<file path="src/sv/u8dec_pkg.sv">
`default_nettype none

package u8dec_pkg;

  localparam int CpWidth = 31;

  localparam logic [2:0] ST_OK      = 3'd0;
  localparam logic [2:0] ST_NUL     = 3'd1;
  localparam logic [2:0] ST_TRUNC   = 3'd2;
  localparam logic [2:0] ST_BADCONT = 3'd3;
  localparam logic [2:0] ST_STRAY   = 3'd4;

  typedef struct packed {
    logic [7:0] data_byte;
    logic       last_byte;
  } in_item_t;

  typedef struct packed {
    logic [CpWidth-1:0] code_point;
    logic [2:0]         status;
    logic               overlong;
    logic               end_of_string;
  } out_item_t;

  typedef struct packed {
    logic [2:0]         remaining;
    logic [2:0]         seq_len;
    logic [CpWidth-1:0] partial;
  } dec_state_t;

  // smallest value that really needs a sequence of the given length
  function automatic logic [CpWidth-1:0] min_for_len(input logic [2:0] len);
    logic [CpWidth-1:0] m;
    case (len)
      3'd2:    m = 31'h0000_0080;
      3'd3:    m = 31'h0000_0800;
      3'd4:    m = 31'h0001_0000;
      3'd5:    m = 31'h0020_0000;
      3'd6:    m = 31'h0400_0000;
      default: m = '0;
    endcase
    return m;
  endfunction

endpackage

`default_nettype wire

</file>
<file path="src/sv/u8dec_step.sv">
`default_nettype none

module u8dec_step (
  input  u8dec_pkg::dec_state_t st,
  input  u8dec_pkg::in_item_t   item,
  output u8dec_pkg::dec_state_t st_next,
  output logic                  res_valid,
  output u8dec_pkg::out_item_t  res
);
  import u8dec_pkg::*;

  logic [7:0]         b;
  logic [CpWidth-1:0] acc;
  logic [2:0]         rem_dec;
  logic [2:0]         len;
  logic [CpWidth-1:0] lead;
  logic               is_lead;
  logic [CpWidth-1:0] fin_val;
  logic [2:0]         fin_len;
  logic               fin;

  assign b       = item.data_byte;
  assign acc     = {st.partial[CpWidth-7:0], b[5:0]};
  assign rem_dec = st.remaining - 3'd1;

  // lead byte classification
  always_comb begin
    is_lead = 1'b1;
    len     = 3'd0;
    lead    = '0;
    if (b[7:5] == 3'b110) begin
      len  = 3'd2;
      lead = {{(CpWidth-5){1'b0}}, b[4:0]};
    end else if (b[7:4] == 4'b1110) begin
      len  = 3'd3;
      lead = {{(CpWidth-4){1'b0}}, b[3:0]};
    end else if (b[7:3] == 5'b11110) begin
      len  = 3'd4;
      lead = {{(CpWidth-3){1'b0}}, b[2:0]};
    end else if (b[7:2] == 6'b111110) begin
      len  = 3'd5;
      lead = {{(CpWidth-2){1'b0}}, b[1:0]};
    end else if (b[7:1] == 7'b1111110) begin
      len  = 3'd6;
      lead = {{(CpWidth-1){1'b0}}, b[0]};
    end else begin
      is_lead = 1'b0;
    end
  end

  always_comb begin
    st_next           = st;
    res_valid         = 1'b0;
    res.code_point    = '0;
    res.status        = ST_OK;
    res.overlong      = 1'b0;
    res.end_of_string = item.last_byte;
    fin               = 1'b0;
    fin_val           = acc;
    fin_len           = st.seq_len;

    if (st.remaining == 3'd0) begin
      if (!b[7]) begin
        fin     = 1'b1;
        fin_val = {{(CpWidth-7){1'b0}}, b[6:0]};
        fin_len = 3'd1;
      end else if (!is_lead) begin
        res_valid  = 1'b1;
        res.status = ST_STRAY;
      end else if (item.last_byte) begin
        res_valid  = 1'b1;
        res.status = ST_TRUNC;
      end else begin
        st_next.seq_len   = len;
        st_next.remaining = len - 3'd1;
        st_next.partial   = lead;
      end
    end else if (item.last_byte && st.remaining > 3'd1) begin
      // truncation wins over a bad continuation
      res_valid  = 1'b1;
      res.status = ST_TRUNC;
      st_next    = '0;
    end else if (b[7:6] != 2'b10) begin
      res_valid  = 1'b1;
      res.status = ST_BADCONT;
      st_next    = '0;
    end else if (rem_dec == 3'd0) begin
      fin = 1'b1;
    end else begin
      st_next.remaining = rem_dec;
      st_next.partial   = acc;
    end

    if (fin) begin
      res_valid      = 1'b1;
      res.code_point = fin_val;
      res.status     = (fin_val == '0) ? ST_NUL : ST_OK;
      res.overlong   = (fin_len >= 3'd2) && (fin_val < min_for_len(fin_len));
      st_next        = '0;
    end
  end

endmodule

`default_nettype wire

</file>
<file path="src/sv/utf8_to_ucs32_decoder_top.sv">
// a result is written into the result queue when the byte that completes it is accepted
// throughput: one byte per cycle while the result queue is not full, set by the combinational decode step
// a two-entry result queue lets bytes keep flowing while a result waits to be taken
// reset (rst, synchronous, active high) returns the decoder to idle and empties the queue
`default_nettype none

module utf8_to_ucs32_decoder_top (
  input  wire                  clk,
  input  wire                  rst,
  input  wire                  byte_valid,
  output logic                 byte_ready,
  input  u8dec_pkg::in_item_t  byte_item,
  output logic                 char_valid,
  input  wire                  char_ready,
  output u8dec_pkg::out_item_t char_item
);
  import u8dec_pkg::*;

  dec_state_t st;
  dec_state_t st_next;
  logic       res_valid;
  out_item_t  res;

  out_item_t  slot [0:1];
  logic       wr_ptr;
  logic       rd_ptr;
  logic [1:0] count;
  logic       take;
  logic       push;
  logic       pop;

  u8dec_step u_step (
    .st        (st),
    .item      (byte_item),
    .st_next   (st_next),
    .res_valid (res_valid),
    .res       (res)
  );

  assign byte_ready = (count != 2'd2);
  assign take       = byte_valid && byte_ready;
  assign push       = take && res_valid;
  assign pop        = char_valid && char_ready;
  assign char_valid = (count != 2'd0);
  assign char_item  = slot[rd_ptr];

  always_ff @(posedge clk) begin
    if (rst) begin
      st     <= '0;
      wr_ptr <= 1'b0;
      rd_ptr <= 1'b0;
      count  <= 2'd0;
    end else begin
      if (take) begin
        st <= st_next;
      end
      if (push) begin
        wr_ptr <= ~wr_ptr;
      end
      if (pop) begin
        rd_ptr <= ~rd_ptr;
      end
      if (push && !pop) begin
        count <= count + 2'd1;
      end else if (pop && !push) begin
        count <= count - 2'd1;
      end
    end
  end

  always_ff @(posedge clk) begin
    if (push) begin
      slot[wr_ptr] <= res;
    end
  end

endmodule

`default_nettype wire

</file>
<file path="config.mk">
export PLATFORM = sky130hd
export DESIGN_NAME = utf8_to_ucs32_decoder_top
export DESIGN_NICKNAME = d
export VERILOG_FILES = /design/src/sv/u8dec_pkg.sv /design/src/sv/u8dec_step.sv /design/src/sv/utf8_to_ucs32_decoder_top.sv
export SDC_FILE = /design/constraint.sdc
export NUM_CORES = 1
export LEC_CHECK = 0
export BUFFER_PORTS_ARGS = -buffer_cell sky130_fd_sc_hd__buf_2
export CAP_MARGIN = 20
export CORE_MARGIN = 3
export CORE_UTILIZATION = 44
export DETAILED_ROUTE_END_ITERATION = 10
export GPL_TIMING_DRIVEN = 0
export PLACE_DENSITY = 0.71
export SYNTH_ARGS = -nofsm -noshare
export SYNTH_HDL_FRONTEND = slang
export SYNTH_SLANG_ARGS = --single-unit
export TNS_END_PERCENT = 1
</file>
<file path="constraint.sdc">
create_clock -name clk -period 3.2 [get_ports clk]
set_input_delay 0.64 -clock clk [delete_from_list [all_inputs] [get_ports clk]]
set_output_delay 0.64 -clock clk [all_outputs]
set_load 0.01 [all_outputs]
</file>
# Word level (Yosys, flattened, before mapping)
# Memories as Yosys holds them, arrays and structs flattened. A register that Yosys moved wholly into a read port is not among the register bits.
# Index checks and enable logic that the tools add are counted.
dict set report word_totals {
  register_bits 35
  ramBits 72
  inputBits 13
  out_inout_bits 38
  elab_cells 107
  n_memories 1
}
dict set report classes {
  addsub 4
  n_lt_le_gt_ge 3
  eq_ne 16
  n_mux 58
  bitwise_logic 2
  reduce_logical 17
}
# memory depth word_bits read_ports rd_ports_with_merged_regs wr line_no
set mem_list {}
lappend mem_list {slot 2 36 1 1 1 utf8_to_ucs32_decoder_top.sv:24} ;# out_item_t slot [0:1];
# operator n
set ops {}
lappend ops {{two-way mux 31 bit} 9}
lappend ops {{two-way mux 37 bit} 6}
lappend ops {{one-hot mux 27 bit (5 select lines)} 1}
lappend ops {{two-way mux 3 bit} 14}
lappend ops {{two-way mux 35 bit} 1}
lappend ops {{zero test 31 bit} 1}
lappend ops {{< comparator 31 bit} 1}
lappend ops {{two-way mux 1 bit} 23}
lappend ops {{equality test 3 bit (second input constant)} 4}
lappend ops {{AND reduction 5 bit} 2}
lappend ops {{two-way mux 2 bit} 4}
lappend ops {{equality test 7 bit (second input constant)} 1}
lappend ops {{logical AND 1 bit} 7}
lappend ops {{equality test 3 x 2 -> 1 bit (second input constant)} 2}
lappend ops {{equality test 6 bit (second input constant)} 1}
lappend ops {{zero test 3 bit} 2}
lappend ops {{!= test 3 x 2 -> 1 bit (second input constant)} 2}
lappend ops {{subtractor 3 x 1 -> 3 bit (second input constant)} 2}
lappend ops {{equality test 5 bit (second input constant)} 1}
lappend ops {{!= test 5 x 1 -> 1 bit (second input constant)} 1}
lappend ops {{equality test 4 bit (second input constant)} 1}
lappend ops {{!= test 2 bit (second input constant)} 2}
lappend ops {{nonzero test 2 bit} 2}
lappend ops {{nonzero test 4 bit} 1}
lappend ops {{7 further kinds} 9}

# Depth between registers and ports, before layout
# Gate-level depths: netlist (run 1).
dict set report logic_depth {
  depth_word 15
  mapped_depth 12
  ltp_nobuf 11
}

# By module
# From an unflattened synthesis (run 1), not the netlist that was laid out.
dict set report unflattened {
  hier_cells 585
  area_unflattened_um2 5916.9
}
# module instances cells_per_inst area_each_um2 seq_area_each_um2
set by_module_without_submodules {}
lappend by_module_without_submodules {utf8_to_ucs32_decoder_top 1 306 4251.6 3002.9}
lappend by_module_without_submodules {u8dec_step 1 279 1665.3 0.0}

# Worst setup path before layout (run 1)
# Ideal clock, no wire load.
dict set report synth_path {
  path_type {reg2reg}
  start {register st[34] (netlist name)}
  end {memory slot[1][0] in the netlist's numbering (enable)}
  setup_ps 429
  arrival_time_ps 2817
  required_time_ps 2771
  path_slack_ps -46
  stages_incl_launch_ff 9
  path_buffers 1
  synth_period_minus_slack_ps 3246
  cell_sequence {dfxtp_1 -> inv_1 -> ha_1 -> xnor2_1 -> and2_1 -> buf_4 -> o311a_1 -> nor2_1 -> nor2_1}
}
dict set report synth_between {
  elab_chain_cells 10
  word_cells_on_any_way 15
  classes_between {add/sub: 1; order compare: 1; mux: 9; reduce/logical: 4}
}
# element line_no
set synth_rtl {}
lappend synth_rtl {{subtractor 3 x 1 -> 3 bit} u8dec_step.sv:24} ;# assign rem_dec = st.remaining - 3'd1;
lappend synth_rtl {{zero test 3 bit} u8dec_step.sv:87} ;# end else if (rem_dec == 3'd0) begin
lappend synth_rtl {{two-way mux 1 bit} u8dec_step.sv:87}
lappend synth_rtl {{two-way mux 1 bit} u8dec_step.sv:83} ;# end else if (b[7:6] != 2'b10) begin
lappend synth_rtl {{two-way mux 1 bit} u8dec_step.sv:78} ;# end else if (item.last_byte && st.remaining > 3'd1) begin
lappend synth_rtl {{two-way mux 1 bit} u8dec_step.sv:62} ;# if (st.remaining == 3'd0) begin
lappend synth_rtl {{two-way mux 1 bit (*)} u8dec_step.sv:94} ;# if (fin) begin
lappend synth_rtl {{logical AND 1 bit (*)} utf8_to_ucs32_decoder_top.sv:42} ;# assign push = take && res_valid;
lappend synth_rtl {{two-way mux 1 bit (*)} utf8_to_ucs32_decoder_top.sv:72} ;# if (push) begin
lappend synth_rtl {{two-way mux 1 bit (not written as such) (*)} utf8_to_ucs32_decoder_top.sv:73} ;# slot[wr_ptr] <= res;
lappend synth_rtl {{end, declared} utf8_to_ucs32_decoder_top.sv:24}
# Every way passes the cells marked *; elsewhere a longest branch is shown, timed or not.

==> results of run 1 <==
## state kept, by name, indices dropped and copies added, names as in the netlist, named ones only
signal / cells
st: 31
rd_ptr: 1
count: 2
wr_ptr: 1
slot: 72
## synthesized netlist by cell type (2+ instances only)
cell	instances
mux2_2	36
or2_2	3
and3_1	25
buf_6	2
or3_1	4
ha_1	10
o21ai_1	3
nand3_1	8
buf_1	2
xor2_1	4
o221ai_1	2
a22o_1	17
and2_1	13
nand3b_1	2
nor3_1	6
o2111ai_1	2
or4_1	2
nand2b_1	3
nand2_1	29
nor4_1	6
o21ai_0	13
nor2_1	16
dfxtp_1	36
o32ai_1	2
buf_2	2
a21oi_1	11
edfxtp_1	72
clkbuf_1	15
nor2b_1	3
buf_4	2
mux2i_1	2
inv_1	9
nand4_1	7
## path summary, 6_finish.rpt
kind / cells past startpoint / slack [ns] / end
worst max-delay path: 9 / 0.09 / slot[0][1]$_DFFE_PP_
worst min-delay path: 1 / 0.48 / slot[0][0]$_DFFE_PP_
worst max register to register: 9 / 0.09 / slot[0][1]$_DFFE_PP_
worst min register to register: 2 / 0.49 / st[21]$_SDFFE_PP0P_
## timing repair
action / in CTS / in global routing
buffers inserted: 0 / 0
resized for setup: 0 / 3
endpoints found under the setup margin: 0 / 2
## per-layer routing
metal  global-route usage, %  up-vias
li1                        -     1615
met1                    22.3     1627
met2                    27.2      106
met3                    3.33       19
met4                    7.46        0
met5                       0        -
## cells by family after synthesis
kind of cell	after synthesis	share of synthesized area [%]
AND/OR/NAND/NOR	133	15.0
AO/OA/AOI/OAI	68	10.4
multiplexers	39	9.03
buffers and inverters	32	2.98
flip-flops	108	59.1
adder cells (fa/ha/maj)	10	2.57
XOR/XNOR	5	0.898
## where the power goes
group / switching [mW] / internal (mW)
logic: 0.759 / 0.544
clock network: 0.463 / 0.335
registers: 0.0674 / 1.77
total: 1.29 / 2.65
## layout make-up
type	count	area [µm²]
multi-input cells	255	1870
repair buffers	50	273
fillers	905	5020
flip-flops and latches	108	2880
well taps	136	170
plain buffers	23	113
inverters	9	33.8
clock inverters	6	45.0
clock buffers	10	149
## worst reg2reg max path: cells and delay by family, from the launching register on
kind / cells / cell delay (ns)
adder cells (fa/ha/maj): 2 / 0.56
AO/OA/AOI/OAI: 3 / 0.94
AND/OR/NAND/NOR: 2 / 0.71
buffers and inverters: 2 / 0.33
flip-flops: 1 / 0.37
## through the flow
step	setup WS (ns)	setup TNS, ns	utilization [%]	power [mW]
final	0.0934	0	52.4	3.94
after global routing	-0.0282	-0.0564	52.4	4.18
after CTS	0.0339	0	52.3	3.97
after detailed placement	0.00983	0	50.5	3.18
after global placement	-0.173	-6.16	50.2	3.13
after floorplan	0.472	0	-	2.74
==> flow_summary_export.csv, run 1 <==
group,metric,value,unit
run_status,status,"completed",
die,rows,37,
clock_network,cts_max_path_buffers,2,
sta,hold-worst-slack,0.484,ns
global_routing,antenna_found_initial,0,
synthesis,synth-seq-area-share,59.1,%
layout,fin_area,5530,µm²
global_routing,grt_pass1_wl,17000,µm
sta,slew_headroom,42.8,%
synthesis,synth-main-ff-cell,"edfxtp_1",
synthesis,ys_ff_latch,108,
sta,clock_skew,0.00742,ns
die,ios,51,
clock_network,htree_levels,3,
worst_setup_path,cp_slowest_cell,"or3b_2",
die,core_area,10600,µm²
routing,drc,0,
place,place_area,5330,µm²
synthesis,avgSynthCellArea,12.3,µm²
synthesis,synth_top_area_cell,"edfxtp_1",
routing,drt-total-wl,10100,µm
sta,fmax,322,MHz
die,initial_utilization,46.2,%
sta,min_period,3.11,ns
worst_setup_path,cpPeakStageDelay,0.52,ns
worst_setup_path,crit_path_end_kind,"register",
die,dieHeight,111,µm
synthesis,synth_enable_flop_cells,72,
power,peakVddDrop,0.000284,V
power,p_per_area,711,nW/µm²
global_routing,first_global_vias,3409,
synthesis,synth.distinct_cells,59,
layout,layout.cells.non_filler,597,
layout,drive_gt1_share,26.7,%
routing,wl_met1,4540,µm
die,die_w,111,µm
worst_setup_path,critical_path_arrival,3.28,ns
power,power_leakage,2.12,nW
worst_setup_path,crit_top_cell,"ha_1",
routing,wl_per_cell,16.9,µm
layout,area_delta_synth_final,13.5,%
sta,period_share,97.1,%
routing,wl_met2,4770,µm
routing,wl_met3,538,µm
clock_network,cts.sinks,108,
layout,layout_commonest_cell,"edfxtp_1",
routing,vias_per_cell,5.64,
worst_setup_path,critPathTopFamily,"compound AO/OA/AOI/OAI gates",
global_routing,grt_usage,17.0,%
worst_setup_path,crit_fanout,10,
layout,layout_common_cells,"72 x edfxtp_1, 51 x buf_2, 36 x mux2_2, 36 x dfxtp_1, 29 x nand2_1",
place,portBuffers,49,
worst_setup_path,cp_num_buf_inv,2,
global_routing,overflow,0,
worst_setup_path,cp.required,3.37,ns
layout,num_antenna_cells,0,
layout,nets,479,
clock_network,ctsHoldBuffers,0,
synthesis,synth_top_area_share,44.3,%
global_routing,grt_max_degree,37,
worst_setup_path,crit_start,"st[34]$_SDFFE_PP0P_",
routing,vias,3367,
sta,final_max_slew_viol_count,0,
clock_network,path_clk_slew,0.10,ns
routing,antenna_left,0,
clock_network,cts_tree,"built",
place,dpl.cell_count,581,
synthesis,netlist_top_cells_area,"edfxtp_1 44%, dfxtp_1 15%, mux2_2 8.3%, and3_1 3.2%, a22o_1 3.1%",
synthesis,syn-num-nets,418,
worst_setup_path,path_cells,"inv_1, ha_1, or3b_2, clkbuf_2, and2_1, ha_1, o311ai_1, o2111ai_1, a2111oi_4",
die,dieArea,12400,µm²
synthesis,syn_area,4880,µm²
routing,drt_pre_antenna_iters,5,
clock_network,clockRootBuffer,"clkbuf_8",
worst_setup_path,critPathLaunchType,"register",
place,hpwl,7020,µm
clock_network,cts_made_buffers,9,
worst_setup_path,path_class,"register to register",
synthesis,async_reset_ff_share,0,%
clock_network,insertion_delay,0.37,ns
place,place_congestion,0.914,
sta,tightest_slew,0.858,ns
hold_path,hold_path_class,"input pin to register",
routing,highest_layer,"met4",
routing,initialDrtViolationCount,323,
job,maxCapViolCount,0,
hold_path,worstHoldStart,"byte_item[0]",
synthesis,yosysWarningCount,0,
worst_setup_path,rr_startpoint,"st[34]$_SDFFE_PP0P_",
sta,hold_viol,0,
sta,finalSetupViolCount,0,
synthesis,syn_inst,395,
(Power assumes the default switching activity.)
==> run 2, diff against run 1 <==
--- a/config.mk
+++ b/config.mk
@@ -9,6 +9,7 @@
 export CAP_MARGIN = 20
 export CORE_MARGIN = 3
 export CORE_UTILIZATION = 44
+export CTS_BUF_LIST = sky130_fd_sc_hd__clkbuf_2 sky130_fd_sc_hd__clkbuf_4 sky130_fd_sc_hd__clkbuf_8
 export DETAILED_ROUTE_END_ITERATION = 10
 export GPL_TIMING_DRIVEN = 0
 export PLACE_DENSITY = 0.71
==> run 2 against run 1 <==
Compared with the run above: setup slack unchanged; non-clock buffer count unchanged; core utilization about the same; clock power up 3.9%; first-iteration DRC count unchanged; sequential cell count unchanged; register-to-register slack about the same; sequential power about the same; die area unchanged; clock skew unchanged; power up 0.78%; final area about the same; largest power group unchanged.
==> flow_summary_export.csv, run 2 (same netlist as run 1, synthesis figures left out) <==
group,metric,value,unit
routing,vias,3367,
die,core_area,10600,µm²
layout,layout_common_cells,"72 x edfxtp_1, 51 x buf_2, 36 x mux2_2, 36 x dfxtp_1, 29 x nand2_1",
sta,finalSetupViolCount,0,
layout,largest_registers,"slot (72), st (31), count (2)",
die,die_w,111,µm
routing,wl_per_cell,16.9,µm
routing,vias_per_cell,5.64,
sta,period_share,97.1,%
hold_path,min_to,"slot[0][0]$_DFFE_PP_",
place,dpl.cell_count,581,
hold_path,hold_path_class,"input pin to register",
worst_setup_path,cp_slowest_cell,"or3b_2",
run_status,status,"completed",
die,ios,51,
power,clkPwrFrac,20.9,%
worst_setup_path,reg2reg_to,"slot[0][1]$_DFFE_PP_",
layout,area_delta_synth_final,13.6,%
layout,num_antenna_cells,0,
worst_setup_path,cp_num_buf_inv,2,
routing,drt-total-wl,10100,µm
sta,final_max_slew_viol_count,0,
clock_network,insertion_delay,0.37,ns
global_routing,antenna_found_initial,0,
worst_setup_path,crit_path_end_kind,"register",
sta,hold_viol,0,
job,maxCapViolCount,0,
worst_setup_path,cp.required,3.37,ns
layout,largest_reg_flops,72,
layout,fin_area,5540,µm²
place,place_congestion,0.914,
worst_setup_path,path_class,"register to register",
global_routing,first_global_vias,3409,
power,p_per_area,716,nW/µm²
sta,hold-worst-slack,0.484,ns
sta,slew_headroom,42.8,%
place,dp_slack,0.00983,ns
clock_network,cts_tree,"built",
worst_setup_path,reg2reg_depth,9,
clock_network,clockRootBuffer,"clkbuf_8",
hold_path,worstHoldPathCells,1,
power,netSwitchingFraction,32.5,%
place,hpwl,7020,µm
sta,tightest_slew,0.858,ns
worst_setup_path,crit_top_cell,"ha_1",
worst_setup_path,crit_fanout,10,
layout,layout_commonest_cell,"edfxtp_1",
layout,nets,479,
die,rows,37,
routing,antenna_left,0,
power,pwr-share-comb,32.9,%
worst_setup_path,cpPeakStageDelay,0.52,ns
power,power_switching,1.29,mW
die,dieArea,12400,µm²
global_routing,grt_usage,17.0,%
routing,drt_pre_antenna_iters,5,
clock_network,htree_levels,3,
global_routing,grt_max_degree,37,
worst_setup_path,rrSetupSlack,0.09,ns
clock_network,cts_made_buffers,9,
power,p_int,2.68,mW
power,power_leakage,2.12,nW
sta,setup-tns-final,0,ns
worst_setup_path,critical_path_arrival,3.28,ns
power,seq_power_share,46.3,%
sta,clock_skew,0.00742,ns
hold_path,worstHoldStart,"byte_item[0]",
worst_setup_path,critPathLaunchType,"register",
place,portBuffers,49,
global_routing,overflow,0,
power,peakVddDrop,0.000309,V
worst_setup_path,critPathTopFamily,"compound AO/OA/AOI/OAI gates",
routing,initialDrtViolationCount,323,
clock_network,cts_max_path_buffers,2,
sta,fmax,322,MHz
layout,drive_gt1_share,26.7,%
sta,worst_slack,0.0934,ns
die,initial_utilization,46.2,%
die,dieHeight,111,µm
global_routing,grt_pass1_wl,17000,µm
layout,layout.cells.non_filler,597,
layout,largest-register,"slot",
place,place_area,5330,µm²
worst_setup_path,path_cells,"inv_1, ha_1, or3b_2, clkbuf_2, and2_1, ha_1, o311ai_1, o2111ai_1, a2111oi_4",
clock_network,path_clk_slew,0.10,ns
sta,min_period,3.11,ns
clock_network,cts.sinks,108,
routing,drc,0,
layout,nFillCells,905,
worst_setup_path,rr_startpoint,"st[34]$_SDFFE_PP0P_",
-- run 2: cell types whose count changed in the layout (fill, tap and decap cells not counted), sizes merged --
cell / delta
bufinv: +1
clkbuf: -1
-- run 2: metal layers --
metal	vias to the layer above	routed length [µm]	GRT usage [%]
li1	1615	-	-
met1	1627	4540	22.3
met2	106	4770	27.2
met3	19	538	3.33
met4	0	268	7.46
met5	-	0	0
-- run 2: worst max path at each step --
stage / depth (start not counted) / slack (ns) / to / start
6_report: 9 / 0.09 / slot[0][1]$_DFFE_PP_ / st[34]$_SDFFE_PP0P_
5_1_grt: 9 / -0.03 / slot[1][1]$_DFFE_PP_ / st[34]$_SDFFE_PP0P_
4_1_cts: 9 / 0.03 / slot[0][1]$_DFFE_PP_ / st[34]$_SDFFE_PP0P_
3_5_place_dp: 8 / 0.01 / slot[1][1]$_DFFE_PP_ / byte_item[8]
3_3_place_gp: 7 / -0.17 / slot[1][20]$_DFFE_PP_ / byte_item[0]
2_1_floorplan: 7 / 0.47 / slot[0][1]$_DFFE_PP_ / byte_item[8]
-- run 2: timing repair --
| action | in CTS | in global routing |
|---|---|---|
| buffers inserted | 0 | 0 |
| hold buffers | 0 | 0 |
| hold endpoints to repair | 0 | 0 |
| gates resized for setup | 0 | 3 |
| setup endpoints to repair | 0 | 2 |
-- run 2: stage by stage --
step / utilization (%) / total power [mW]
CTS: 52.3 / 4.00
global route: 52.5 / 4.21
global placement: 50.2 / 3.13
floorplan: - / 2.74
finish: 52.5 / 3.97
detailed placement: 50.5 / 3.18
-- run 2: area by class of cell --
cell class,count,area (µm²),area share [%]
clock buffer,9,124,2.24
buffer,23,113,2.03
tap,136,170,3.07
timing repair buffer,50,273,4.92
multi-input combinational,255,1870,33.7
inverter,9,33.8,0.610
sequential,108,2880,52.0
clock inverter,7,75.1,1.36
-- run 2: power groups by stage --
stage	clock network, mW	registers, mW	logic, mW
floorplan	0	1.85	0.890
global placement	0	1.86	1.27
detailed placement	0	1.87	1.31
CTS	0.844	1.84	1.32
global route	0.899	1.86	1.44
finish	0.828	1.84	1.30
==> run 3, diff against run 2 <==
==> constraint.sdc (replaced) <==
create_clock -name clk -period 3.2 [get_ports clk]
set_input_delay 0.64 -clock clk [delete_from_list [all_inputs] [get_ports clk]]
set_output_delay 0.64 -clock clk [all_outputs]
set_load 0.1 [all_outputs]
==> run 3 against run 2 <==
Compared with the run above: count of clock-buffer cells in the layout is the same; via count shrank 0.21%; hold slack lost 0.00064 ns; largest cell class unchanged; final cell count is the same; routed wire length is essentially flat; clock power is essentially flat; power grew 34%; die area is the same; critical path depth is the same; non-clock buffer count is the same; highest routed layer unchanged.
==> flow_summary_export.csv, run 3 (same netlist as run 1, synthesis figures left out) <==
group,metric,value,unit
run_status,status,"completed",
sta,period_share,97.0,%
global_routing,grt_pass1_wl,17000,µm
routing,wl_per_cell,17.0,µm
clock_network,cts.sinks,108,
routing,drt-total-wl,10100,µm
sta,final_max_slew_viol_count,0,
die,rows,37,
layout,layout_commonest_cell,"edfxtp_1",
sta,min_period,3.10,ns
power,peakVddDrop,0.000545,V
clock_network,clockRootBuffer,"clkbuf_8",
layout,layout_common_cells,"72 x edfxtp_1, 51 x buf_2, 36 x mux2_2, 36 x dfxtp_1, 29 x nand2_1",
die,dieHeight,111,µm
routing,vias,3360,
sta,tightest_slew,0.857,ns
worst_setup_path,crit_path_end_kind,"register",
power,finalPower,5.32,mW
place,place_congestion,0.914,
clock_network,cts_max_path_buffers,2,
routing,vias_per_cell,5.63,
die,core_area,10600,µm²
layout,drive_gt1_share,26.9,%
power,p_per_area,960,nW/µm²
sta,fmax,322,MHz
worst_setup_path,crit_fanout,10,
die,ios,51,
layout,largest-register,"slot",
global_routing,overflow,0,
routing,antenna_left,0,
sta,hold_viol,0,
global_routing,grt_max_degree,37,
clock_network,insertion_delay,0.37,ns
layout,largest_reg_flops,72,
global_routing,antenna_found_initial,0,
place,hpwl,7020,µm
clock_network,cts_tree,"built",
worst_setup_path,critPathLaunchType,"register",
sta,worst_slack,0.0967,ns
routing,drt_pre_antenna_iters,5,
power,power_leakage,2.12,nW
global_routing,grt_usage,17.0,%
clock_network,cts_made_buffers,9,
sta,hold-worst-slack,0.483,ns
layout,layout.cells.non_filler,597,
hold_path,hold_path_class,"input pin to register",
layout,nFillCells,905,
layout,area_delta_synth_final,13.6,%
layout,fin_util,52.5,%
layout,largest_registers,"slot (72), st (31), count (2)",
place,dpl.cell_count,581,
layout,num_antenna_cells,0,
die,die_w,111,µm
clock_network,htree_levels,3,
layout,regArea,2880,µm²
place,dp_slack,0.00983,ns
clock_network,cts_setup_buffers,0,
clock_network,ctsHoldBuffers,0,
worst_setup_path,path_class,"register to register",
worst_setup_path,critical_path_arrival,3.28,ns
job,maxCapViolCount,0,
sta,finalSetupViolCount,0,
routing,initialDrtViolationCount,321,
place,portBuffers,49,
worst_setup_path,cp.required,3.37,ns
routing,drc,0,
die,dieArea,12400,µm²
layout,nets,479,
sta,clock_skew,0.00793,ns
sta,slew_headroom,42.9,%
global_routing,first_global_vias,3409,
die,initial_utilization,46.2,%
layout,multi_input_area,1870,µm²
clock_network,path_clk_slew,0.10,ns
run 3: final cells by class:
cell class	instances	area share (%)
Sequential cell	108	52.0
Multi-Input combinational cell	255	33.7
Timing Repair Buffer	50	4.92
Tap cell	136	3.07
Clock buffer	9	2.24
Buffer	23	2.06
Clock inverter	7	1.36
Inverter	9	0.610
run 3: stage by stage:
step	TNS [ns]	area, µm²
final	0	5540
after global routing	-0.0564	5540
after detailed placement	0	5330
after global placement	-6.16	5290
after floorplan	0	4880
after CTS	0	5530
run 3: path summary, 6_finish.rpt:
check	cells past startpoint	from	slack [ns]	endpoint
setup / recovery	9	st[34]$_SDFFE_PP0P_	0.1	slot[0][1]$_DFFE_PP_
hold / removal	1	byte_item[0]	0.48	slot[0][0]$_DFFE_PP_
setup reg to reg	9	st[34]$_SDFFE_PP0P_	0.1	slot[0][1]$_DFFE_PP_
hold reg to reg	2	st[21]$_SDFFE_PP0P_	0.49	st[21]$_SDFFE_PP0P_
run 3: where the power goes:
part / leakage, nW / internal, mW / switching [mW]
Combinational: 1.03 / 0.545 / 2.11
Clock: 0.0988 / 0.366 / 0.462
Sequential: 0.989 / 1.77 / 0.0674
Total: 2.12 / 2.68 / 2.64
run 3: repair_timing:
item	CTS	global route
endpoints found under the setup margin	0	22
gates resized for setup	0	5
endpoints found under the hold margin	0	0
run 3: critical path: stages (launching register included):
cell and delay [ns]:
dfxtp_1 0.37, inv_1 0.12, ha_1 0.26, or3b_2 0.52
clkbuf_2 0.21, and2_1 0.19, ha_1 0.30, o311ai_1 0.31
o2111ai_1 0.25, a2111oi_4 0.38
run 3: metal layers:
layer / up-vias / wire length, µm / GRT usage (%) / part of all wire, %
met5: - / 0 / 0 / 0
met4: 0 / 279 / 7.46 / 2.8
met3: 21 / 513 / 3.33 / 5.1
met2: 102 / 4760 / 27.2 / 47
met1: 1622 / 4570 / 22.3 / 45
li1: 1615 / - / - / -
